## config.mk

```make
export PLATFORM = sky130hd
export DESIGN_NAME = mm4_bmat
export DESIGN_NICKNAME = d
export VERILOG_FILES = /design/src/rtl/mm4_pkg.sv /design/src/rtl/mm4_bmat.sv
export SDC_FILE = /design/constraint.sdc
export NUM_CORES = 1
export LEC_CHECK = 0
export BUFFER_PORTS_ARGS = -buffer_cell sky130_fd_sc_hd__buf_4
export CAP_MARGIN = 20
export CORE_AREA = 5 5 246 248
export CTS_BUF_LIST = sky130_fd_sc_hd__clkbuf_16
export DETAILED_ROUTE_END_ITERATION = 8
export DIE_AREA = 0 0 251 253
export MAX_ROUTING_LAYER = met4
export REMOVE_ABC_BUFFERS = 1
export SYNTH_ARGS = -nofsm -noshare
export SYNTH_HDL_FRONTEND = slang
export SYNTH_SLANG_ARGS = --single-unit
```

## constraint.sdc

```tcl
create_clock -name clk -period 1.4 [get_ports clk]
set_input_delay 0.14 -clock clk [delete_from_list [all_inputs] [get_ports clk]]
set_output_delay 0.14 -clock clk [all_outputs]
set_load 0.02 [all_outputs]
```

## src/rtl/mm4_pkg.sv

```systemverilog
// Shared types and constants for the 4x4 fixed-point matrix multiply unit.
// No dependencies.
package mm4_pkg;

	localparam int FracBits = 16;
	localparam int Dim      = 4;
	localparam int Cells    = Dim * Dim;

	typedef logic signed [31:0] elem_t;
	typedef logic signed [63:0] prod_t;
	typedef logic signed [64:0] pair_t;
	typedef logic signed [65:0] sum_t;

	typedef enum logic {
		CMD_LOAD = 1'b0,
		CMD_MUL  = 1'b1
	} cmd_t;

	localparam elem_t ElemMax = 32'sh7FFF_FFFF;
	localparam elem_t ElemMin = 32'sh8000_0000;

	// advance enables for the accumulate stages
	typedef struct packed {
		logic adv3;
		logic adv4;
	} acc_en_t;

endpackage

```

## src/rtl/mm4_bmat.sv

```systemverilog
// Stored B matrix: 16 registers, row-major, cleared at reset, one row written per load.
// Depends on mm4_pkg.
module mm4_bmat (
	input  logic              clk,
	input  logic              arst_n,
	input  logic              we,
	input  logic [1:0]        wrow,
	input  mm4_pkg::elem_t    wdata [mm4_pkg::Dim],
	output mm4_pkg::elem_t    b_q   [mm4_pkg::Cells]
);

	always_ff @(posedge clk or negedge arst_n) begin
		if (!arst_n) begin
			for (int i = 0; i < mm4_pkg::Cells; i++) begin
				b_q[i] <= '0;
			end
		end else if (we) begin
			for (int k = 0; k < mm4_pkg::Dim; k++) begin
				b_q[{wrow, 2'(k)}] <= wdata[k];
			end
		end
	end

endmodule

```

### Word-level counts from Yosys, hierarchy flattened

Cells that the tools add are included.

| word-level totals | value |
|---|---|
| logic and storage cells | 44 |
| register bits | 512 |
| output and inout port bits | 512 |
| input bits | 133 |

| operators by class | value |
|---|---|
| multiplexer cells | 12 |
| bitwise logic cells | 4 |
| magnitude comparators | 8 |
| reduce and logical (&&, ||, !) cells | 4 |

Operators by type and width:

| kind | count |
|---|---|
| $bwmux 512 | 4 |
| $demux 32 s4 | 4 |
| $mux 32 | 4 |
| $ge 5x5->1 const B | 4 |
| $lt 5x1->1 const B | 4 |
| $not 4->5 | 4 |
| $logic_and 1x1->1 | 4 |

### Depth between registers and ports, before layout

| logic depth | value |
|---|---|
| depth in word-level cells | 9 |
| mapped depth | 4 |
| mapped depth without buffers | 2 |

### Worst setup path before layout

No wires, ideal clock.

| path | value |
|---|---|
| kind | input to register |
| start | input port wrow[1] |
| end | register b_q[388] in the netlist's numbering |
| setup slack | 266 ps |
| stages | 4 |
| library setup time | 125 ps |
| arrival | 1009 ps |
| required time | 1275 ps |
| path buffers | 2 |
| path through | nor3b_2 buf_4 buf_6 mux2_2 |

| between the ends | value |
|---|---|
| longest elaborated chain between the ends | 9 |
| elaborated cells on any way between the ends | 28 |
| those cells by class | 8 x order compare; 12 x mux; 4 x bitwise; 4 x reduce/logical |

Ends and longest elaborated chain:

| item | line | RTL |
|---|---|---|
| from (decl) | mm4_bmat.sv:7 | `input logic [1:0] wrow,` |
| $not 4->5 (not written as such) | mm4_bmat.sv:19 | `b_q[{wrow, 2'(k)}] <= wdata[k];` |
| $ge 5x5->1 (not written as such) or $lt 5x1->1 (tied branches) | mm4_bmat.sv:19 |  |
| $logic_and 1x1->1 (not written as such) | mm4_bmat.sv:19 |  |
| $mux 32 (not written as such) | mm4_bmat.sv:19 |  |
| $demux 32 s4 | mm4_bmat.sv:19 |  |
| $bwmux 512 (3 in series) | mm4_bmat.sv:19 |  |
| $bwmux 512 (*) | mm4_bmat.sv:19 |  |
| to (signal, indexed assignment) | mm4_bmat.sv:19 |  |
| to (decl) | mm4_bmat.sv:9 | `output mm4_pkg::elem_t b_q [mm4_pkg::Cells]` |

Mark *: on every way between the ends. The rest lies on a longest branch, timed or not.
A chain may end at the register's enable or synchronous reset.

### Worst setup path after layout

| path | value |
|---|---|
| start | register b_q[505] in the netlist's numbering |
| end | output port b_q[505] in the netlist's numbering |

No word-level cell between the ends.

==> flow_metrics.tcl <==
set metrics [dict create \
    fin_crit_ns 1.32 \
    instances_no_fill 2751 \
    rr_startpoint "b_q[505]$_DFFE_PN0P_" \
    worst_slack_ns 0.0836 \
    synth_commonest_cells "dfrtp_1, mux2_2, buf_4" \
    finClkSkew_ns 0 \
    die_x_um 251 \
    ctsRootBufferMaster "clkbuf_16" \
    grt_pass1_wl_um 87800 \
    detail-route-antenna-nets 0 \
    htree_levels 2 \
    place_worst_setup_slack_ns -0.0958 \
    seq_area_frac_synth_pct 67.4 \
    slowest_delay_ns 0.42 \
    fill_cells 5082 \
    critPathLaunchType "flop" \
    yosys_warnings 0 \
    fp.dieArea_mm2 0.0635 \
    intPower_w 0.0316 \
    totalWireLength_um 58100 \
    top_register "b_q" \
    arrival_ns 1.18 \
    cts_setup_buffers 0 \
    grt_pass1_vias 13900 \
    maxSlewViolCount 0 \
    worstReg2RegEnd "b_q[505]$_DFFE_PN0P_" \
    clk_pin_slew_ns 0.06 \
    nets 2069 \
    die_h_um 253 \
    ys_ff_latch 512 \
    syn_inst 1084 \
    cts_resized 0 \
    numPortBuffers 644 \
    reg2reg_depth 1 \
    power.leakage_nw 13.3 \
    routed_via_density 4.59 \
    cap_violations 0 \
    rrSetupSlack_ns 0.60 \
    power_switching_w 0.0143 \
    relSlewSlack_pct 69.5 \
    place_congestion 0.831 \
    grt_max_degree 83 \
    io_pins 645 \
    row_count 89 \
    clock_latency_ns 0.58 \
    overflow 0 \
    synthTopCellsByArea "dfrtp_1, mux2_2, buf_4, buf_6, buf_2" \
    crit_start "b_q[505]$_DFFE_PN0P_" \
    drc 0 \
    yosysUniqueCellTypes 8 \
    first_pass_iters 4 \
    utilization_pct 48.8 \
    end_kind "output pin" \
    cp.required_ns 1.26 \
    synth_edf_count 0 \
    initial_core_util_pct 32.7 \
    tightestPinTransition_ns 0.458 \
    drt_iter0_markers 316 \
    syn-cell-area_mm2 0.0190 \
    async_reset_ff_share_pct 100 \
    synth_area_leader_cell "dfrtp_1" \
    crit_family "flip-flops" \
    pwr-share-seq_pct 41.9 \
    drive_above_1_share_pct 65.8 \
    avgSynthCellArea_um2 17.5 \
    peakVddDrop_uv 1000 \
    cts_tree "yes" \
    switching_share_pct 31.1 \
    grt_antenna_before_repair 1 \
    rsz0062_at_grt "false" \
    setup_viol 0 \
    clockPowerShare_pct 29.2 \
    worst_path_max_delay_cell "dfrtp_1" \
    clk_path_buf_depth 3 \
    synthToLayoutAreaGrowth_pct 49.3 \
    hold_path.class "primary input to async pin" \
    path_depth 1 \
    synth_flop_cell "dfrtp_1" \
    cts_num_sinks 512 \
    yosysTopAreaCellShare_pct 67.4 \
    fmax_mhz 760 \
    wire_per_inst_um 21.1 \
    place_inst 2521 \
    crit_buf_inv 1 \
    hold_viol 0 \
    power.density_mw_per_mm2 1610 \
    crit_type "flop to output pin" \
    critPathMaxFanout 2 \
    coreArea_mm2 0.0582 \
    cts_inserted_buffers 55 \
    vias 12600 \
    path_cells "buf_4" \
    reg.largest.list "b_q x512" \
    fin_crit_sh_pct 94.0 \
    largest_reg_flops 512 \
    dp_hpwl_um 43300 \
    crit_end "b_q[505]" \
    status "completed" \
    grtUsageTotal_pct 18.3 \
    fin_tns_setup_ns 0 \
    pwr-share-comb_pct 28.9 \
]
-- cell families (layout without fill, tap and decap cells) --
| group | count (synthesis) | after routing | synth area share [%] |
|---|---|---|---|
| and+or+nand+nor | 4 | 4 | 0.171 |
| other | 0 | 1 | 0 |
| muxes | 512 | 512 | 30.3 |
| DFF | 512 | 512 | 67.4 |
| buffers and inverters | 56 | 949 | 2.17 |
-- worst min-delay path by stage --
| stage | start | endpoint | slack [ns] | cells after the start |
|---|---|---|---|---|
| final | arst_n | b_q[376]$_DFFE_PN0P_ | 0.02 | 2 |
| after global routing | arst_n | b_q[147]$_DFFE_PN0P_ | 0.03 | 2 |
| after CTS | wrow[1] | b_q[126]$_DFFE_PN0P_ | 0.11 | 4 |
| after detailed placement | arst_n | b_q[349]$_DFFE_PN0P_ | 0.04 | 1 |
| after global placement | arst_n | b_q[349]$_DFFE_PN0P_ | 0.03 | 1 |
| after floorplan | arst_n | b_q[0]$_DFFE_PN0P_ | -0.16 | 0 |
-- cells in the final DEF (no fill, tap or decap) --
cell	n
buf_12	34
buf_4	685
buf_8	1
bufinv_16	2
clkbuf_16	57
clkinv_1	18
clkinv_2	6
clkinv_4	2
dfrtp_1	512
diode_2	1
dlygate4sd3_1	131
inv_1	13
mux2_2	512
nand3_4	1
nand3b_1	2
nor3b_4	1
-- final cells by class --
class                   count  area, um^2  area share [%]
diodes                      1        2.50         0.00881
flip-flops and latches    512       12800            45.1
clock buffers              57        1430            5.02
multi-input cells         516        5820            20.5
clock inverters            41         224           0.789
repair buffers            851        7150            25.2
well taps                 773         967            3.41
-- metal layers --
layer / global-route usage [%] / share of wire [%] / up-vias
li1: - / - / 5592
met1: 21.6 / 40 / 6519
met2: 30.4 / 50 / 414
met3: 4.99 / 6.8 / 103
met4: 6.13 / 3.4 / 0
met5: - / 0 / -
-- repair_timing --
item,CTS,global route
hold buffers,132,0
hold endpoints to repair,972,0
endpoints found under the setup margin,0,10
-- stage by stage --
step,hold WS (ns),power [W],area [um^2]
after CTS,0.115,0.0465,28400
after global placement,0.0343,0.0324,25400
final,0.0239,0.0458,28400
after detailed placement,0.0375,0.0326,25400
after global routing,0.0338,0.0479,28400
after floorplan,-0.156,0.0256,18600
-- power by group through the flow --
stage	Sequential, W	Combinational [W]	Clock, W
5_1_grt	0.0196	0.0140	0.0143
6_report	0.0192	0.0133	0.0134
3_3_place_gp	0.0194	0.0130	0
3_5_place_dp	0.0195	0.0132	0
4_1_cts	0.0192	0.0135	0.0138
2_1_floorplan	0.0227	0.00289	0
No activity file was read; power rests on OpenSTA's default activity.
