### src/rtl/mm4_pkg.sv
// Shared types and constants for the 4x4 fixed-point matrix multiply unit.
// No dependencies.
package mm4_pkg;

	localparam int FracBits = 16;
	localparam int Dim      = 4;
	localparam int Cells    = Dim * Dim;

	typedef logic signed [31:0] elem_t;
	typedef logic signed [63:0] prod_t;
	typedef logic signed [64:0] pair_t;
	typedef logic signed [65:0] sum_t;

	typedef enum logic {
		CMD_LOAD = 1'b0,
		CMD_MUL  = 1'b1
	} cmd_t;

	localparam elem_t ElemMax = 32'sh7FFF_FFFF;
	localparam elem_t ElemMin = 32'sh8000_0000;

	// advance enables for the accumulate stages
	typedef struct packed {
		logic adv3;
		logic adv4;
	} acc_en_t;

endpackage

### src/rtl/mm4_acc.sv
// Accumulate stages: pair sums, column totals, then clamp to 32 bits with a row flag.
// Depends on mm4_pkg.
module mm4_acc (
	input  logic              clk,
	input  mm4_pkg::acc_en_t  en,
	input  mm4_pkg::prod_t    p_s2 [mm4_pkg::Cells],
	output mm4_pkg::elem_t    res  [mm4_pkg::Dim],
	output logic              sat
);

	mm4_pkg::pair_t pa_s3  [mm4_pkg::Dim];
	mm4_pkg::pair_t pb_s3  [mm4_pkg::Dim];
	mm4_pkg::sum_t  tot_s4 [mm4_pkg::Dim];
	logic [mm4_pkg::Dim-1:0] ovf;

	always_ff @(posedge clk) begin
		if (en.adv3) begin
			for (int j = 0; j < mm4_pkg::Dim; j++) begin
				pa_s3[j] <= {p_s2[j][63], p_s2[j]} + {p_s2[4 + j][63], p_s2[4 + j]};
				pb_s3[j] <= {p_s2[8 + j][63], p_s2[8 + j]} + {p_s2[12 + j][63], p_s2[12 + j]};
			end
		end
		if (en.adv4) begin
			for (int j = 0; j < mm4_pkg::Dim; j++) begin
				tot_s4[j] <= {pa_s3[j][64], pa_s3[j]} + {pb_s3[j][64], pb_s3[j]};
			end
		end
	end

	// clamp when the bits above bit 31 are not a plain sign extension
	always_comb begin
		for (int j = 0; j < mm4_pkg::Dim; j++) begin
			ovf[j] = !((&tot_s4[j][65:31]) || !(|tot_s4[j][65:31]));
			if (!ovf[j]) begin
				res[j] = tot_s4[j][31:0];
			end else if (tot_s4[j][65]) begin
				res[j] = mm4_pkg::ElemMin;
			end else begin
				res[j] = mm4_pkg::ElemMax;
			end
		end
		sat = |ovf;
	end

endmodule

### config.mk
export PLATFORM = sky130hd
export DESIGN_NAME = mm4_acc
export DESIGN_NICKNAME = d
export VERILOG_FILES = /design/src/rtl/mm4_pkg.sv /design/src/rtl/mm4_acc.sv
export SDC_FILE = /design/constraint.sdc
export NUM_CORES = 2
export LEC_CHECK = 0
export BUFFER_PORTS_ARGS = -buffer_cell sky130_fd_sc_hd__buf_2
export CAP_MARGIN = 15
export CORE_AREA = 3 3 445 447
export CTS_CLUSTER_DIAMETER = 100
export DETAILED_ROUTE_END_ITERATION = 12
export DIE_AREA = 0 0 448 450
export PLACE_DENSITY = 0.56
export SYNTH_ARGS = -nofsm -noshare
export SYNTH_HDL_FRONTEND = slang
export SYNTH_SLANG_ARGS = --single-unit
export TNS_END_PERCENT = 30
### constraint.sdc
create_clock -name clk -period 9.4 [get_ports clk]
set_input_delay 1.41 -clock clk [delete_from_list [all_inputs] [get_ports clk]]
set_output_delay 1.41 -clock clk [all_outputs]
set_load 0.005 [all_outputs]
Word level (Yosys, flattened, before mapping)
Memory sizes are Yosys's and may differ from the RTL's.
Index checks and enable logic that the tools add are counted.
{"block": "word_totals", "mem_bits_rw": 784, "inputBits": 1027, "memories": 3, "reg_bits": 0, "elab_cells": 48, "out_inout_bits": 129}
{"name": "tot_s4", "depth": 4, "width": 66, "rd": 4, "rd_ports_with_merged_regs": 0, "wr": 4, "line_no": "mm4_acc.sv:13", "source": "mm4_pkg::sum_t tot_s4 [mm4_pkg::Dim];"}
{"name": "pa_s3", "depth": 4, "width": 65, "rd": 4, "rd_ports_with_merged_regs": 0, "wr": 4, "line_no": "mm4_acc.sv:11", "source": "mm4_pkg::pair_t pa_s3 [mm4_pkg::Dim];"}
{"name": "pb_s3", "depth": 4, "width": 65, "rd": 4, "rd_ports_with_merged_regs": 0, "wr": 4, "line_no": "mm4_acc.sv:12", "source": "mm4_pkg::pair_t pb_s3 [mm4_pkg::Dim];"}
{"block": "op_classes", "reduce_logical": 21, "addsub": 12, "mux": 12}
{"operator": "adder 64 x 64 -> 65 bit", "count": 8}
{"operator": "adder 65 x 65 -> 66 bit", "count": 4}
{"operator": "2-to-1 mux 32 bit", "count": 8}
{"operator": "AND reduction 35 bit", "count": 4}
{"operator": "OR reduction 35 bit", "count": 4}
{"operator": "zero test 1 bit", "count": 8}
{"operator": "logical OR 1 bit", "count": 4}
{"operator": "2-to-1 mux 1 bit", "count": 4}
{"operator": "OR reduction 4 bit", "count": 1}

Depth between registers and ports, before layout
{"block": "logic_depth", "ltp_word": 5, "depth_mapped": 16, "mapped_depth_nobuf": 16}

Least setup slack after synthesis
No wires, ideal clock.
{"block": "synth_timing", "path_kind": "input-to-reg", "from": "input port p_s2[0] in the netlist's numbering", "to": "memory pb_s3[3][60] in the netlist's numbering, data pin", "cell_stages": 15, "path_slack_ps": 4682, "arrival_time_ps": 4455, "setup_ps": 263, "required_time_ps": 9137, "n_path_buf": 0, "path_cell_list": "ha_1 fa_1 a21o_1 a21oi_2 o21bai_2 a2111oi_4 o31ai_2 a21boi_4 o21ai_1 o2bb2ai_1 a311o_1 a31oi_1 nor2b_1 a41oi_1 xnor2_1"}
{"element": "start, declared", "line_no": "mm4_acc.sv:6", "source": "input mm4_pkg::prod_t p_s2 [mm4_pkg::Cells],"}
{"element": "end, declared", "line_no": "mm4_acc.sv:12"}

==> reports/results.tsv <==
stage	metric	value	unit
worst_setup_path	startpoint_type	input pin	
clock_network	cts_hold_buf	0	
finish	fin_area	78400	µm²
logic_synthesis	synth_cell_types	99	
power	p_per_area	200	nW/µm²
logic_synthesis	yosysMostFrequentCell	edfxtp_1	
sta	finClkSkew	0.0365	ns
sta	post-route-period-util	55.6	%
power	peakVddDrop	0.128	mV
finish	final_cells	10730	
sta	fmaxAchievable	0.191	GHz
run_status	status	completed	
floorplanning	die_area	202000	µm²
clock_network	cts_max_path_buffers	3	
global_route	grt_max_degree	146	
worst_setup_path	crit_required	9.85	ns
drt	drt_iter0_markers	4178	
sta	tns	0	ns
clock_network	tritoncts	done	
place	port_buffers	1155	
drt	num_vias	59468	
logic_synthesis	synth_edf_count	784	
worst_setup_path	r2r_setup_slack	4.51	ns
place	dp_hpwl	198	mm
floorplanning	io_pins	1156	
sta	setup-violations-final	0	
sta	drv_slew	0	
hold_path	hp-class	reg -> reg	
clock_network	clock_latency	0.70	ns
clock_network	clk_pin_slew	0.06	ns
logic_synthesis	yosys_warnings	0	
sta	hold_violations	0	
logic_synthesis	synth.area.top_cells	edfxtp_1 35%, ha_1 14%, a21o_1 7.1%, xnor2_1 6.0%, a21oi_1 5.9%	
place	dp.cells	10519	
drt	firstDrtPassIters	6	
logic_synthesis	netlist_top_cells_count	784 x edfxtp_1, 783 x a21oi_1, 772 x ha_1	
power	power_leakage	34.6	nW
place	dpl_cell_area	75000	µm²
logic_synthesis	synth-seq-area-share	35.3	%
worst_setup_path	worstPathMaxFanout	4	
clock_network	cts_resized	0	
clock_network	cts-root-buf	clkbuf_16	
logic_synthesis	synth_top_area_share	35.3	%
sta	rsz0062_at_grt	false	
job	maxCapViolations	0	
finish	area_growth_syn_to_layout	17.7	%
global_route	grt_pass1_wl	352	mm
floorplanning	die_y	450	µm
sta	slew_headroom	22.4	%
logic_synthesis	postSynthCellCount	7026	
worst_setup_path	cp_data_arrival_time	5.68	ns
drt	route.detailed.drc	0	
clock_network	cts_sinks	784	
drt	wirelength	237	mm
floorplanning	start_util	34.3	%
logic_synthesis	netlist_area	66700	µm²
logic_synthesis	ys_ff_latch	784	
finish	nNetsFinal	9887	
global_route	grt_pass1_vias	58683	
floorplanning	core	195000	µm²
sta	tightest_slew	1.16	ns
logic_synthesis	syn_area_per_cell	9.49	µm²
clock_network	cts_buffers	97	
drt	detail-route-antenna-nets	0	
global_route	antenna_found_initial	63	
global_route	track_usage	22.5	%
clock_network	post_cts_buffers	0	
floorplanning	rows	162	
logic_synthesis	synth_top_area_cell	edfxtp_1	
logic_synthesis	ys_async_sr_fraction	0	%
global_route	grt-ovfl-total	0	
clock_network	htreeDepth	3	
finish	drive_gt1_share	17.4	%
drt	routedWlPerCell	22.1	µm
place	gp_congestion	0.981	
drt	viasPerCell	5.54	
worst_setup_path	critPathKind	in -> reg	
worst_setup_path	cp-end-kind	flop	
logic_synthesis	synthFlopType	edfxtp_1	
sta	post-route-min-period	5.23	ns
floorplanning	die_w	448	µm
logic_synthesis	syn_nets	8837	
-- worst max-delay path: stages --
cell and delay (ns):
buf_2 0.12, ha_1 0.28, a21o_1 0.17, a211oi_1 0.43, o21ai_0 0.27, a211oi_1 0.74, nor4_1 0.19, nor3_1 0.45
o211a_1 0.29, o21ai_1 0.22, a21boi_1 0.40, o211ai_1 0.20, a31o_2 0.27, o211a_1 0.22
-- sequential cells by signal, indices dropped and copies added (netlist names) --
register and flops:
pa_s3 260, tot_s4 264, pb_s3 260
-- stage by stage --
| step | hold slack, ns | utilization, % | worst slack [ns] | power (mW) |
|---|---|---|---|---|
| after detailed placement | 0.537 | 38.6 | 3.57 | 11.8 |
| after global routing | 0.563 | 40.3 | 4.01 | 16.7 |
| after global placement | 0.521 | 38.6 | 3.56 | 11.8 |
| final | 0.542 | 40.3 | 4.17 | 15.7 |
| after CTS | 0.549 | 40.3 | 4.29 | 15.8 |
| after floorplan | 0.513 | - | 4.68 | 9.76 |
-- logic make-up after synthesis --
| kind of cell | Yosys count | share of synthesized area (%) |
|---|---|---|
| AO/OA/AOI/OAI | 2569 | 25.1 |
| XOR/XNOR | 713 | 9.37 |
| adder cells (fa/ha/maj) | 784 | 14.8 |
| buffers and inverters | 437 | 2.49 |
| flip-flops | 784 | 35.3 |
| multiplexers | 2 | 0.0338 |
| AND/OR/NAND/NOR | 1737 | 12.8 |
-- per-layer routing --
metal	vias to the layer above	wire (µm)	GRT usage, %	part of all wire (%)
li1	28809	-	-	-
met1	28309	95200	27.0	40
met2	1933	118000	40.4	50
met3	403	12800	3.12	5.4
met4	14	10300	8.55	4.4
met5	-	103	0	0.043
-- power breakdown --
part | switching, mW | internal (mW)
registers | 0.373 | 5.07
clock network | 1.56 | 2.37
logic | 3.73 | 2.59
total | 5.66 | 10.0
-- cell usage in the layout, fill, tap and decap left out, types with 14 or more instances in the layout --
cell type  count
nor4_1        62
and4_1        20
nand4_1      195
xnor2_1      455
clkbuf_16     99
o21bai_1     132
o21ai_0      370
nand2_1      470
or3_1         16
ha_1         772
nor3_1       100
nor2b_1      105
o211ai_1      26
and3_1        55
nand2b_1      93
a21oi_1      783
clkinv_1      17
o31a_1        15
a21o_1       631
a31oi_1      103
bufinv_16     16
a21boi_0      23
or2_2         14
buf_2       1153
xor2_1       258
a41oi_1       20
o31ai_1       28
a221oi_1      17
a211o_1       19
edfxtp_1     784
inv_1        217
nor2_1       392
diode_2       35
clkbuf_1      15
o21ai_1       65
and2_1        33
nand3_1      146
a211oi_1      59
o21a_1        81
-- final timing paths --
path | from | end | depth (start not counted)
hold / removal | pb_s3[1][0]$_DFFE_PP_ | tot_s4[1][0]$_DFFE_PP_ | 1
setup reg to reg | pb_s3[2][0]$_DFFE_PP_ | tot_s4[2][62]$_DFFE_PP_ | 16
setup / recovery | p_s2[705] | pa_s3[0][63]$_DFFE_PP_ | 14
hold reg to reg | pb_s3[1][0]$_DFFE_PP_ | tot_s4[1][0]$_DFFE_PP_ | 1
-- cell type report --
class,count,area (µm²)
antenna,35,87.6
clock buffer,114,2530
clock inverter,62,796
fill,19461,116000
inverter,217,815
multi-input combinational,5805,41500
sequential,784,23500
tap,2542,3180
timing repair buffer,1171,5960
(Power assumes the default switching activity.)
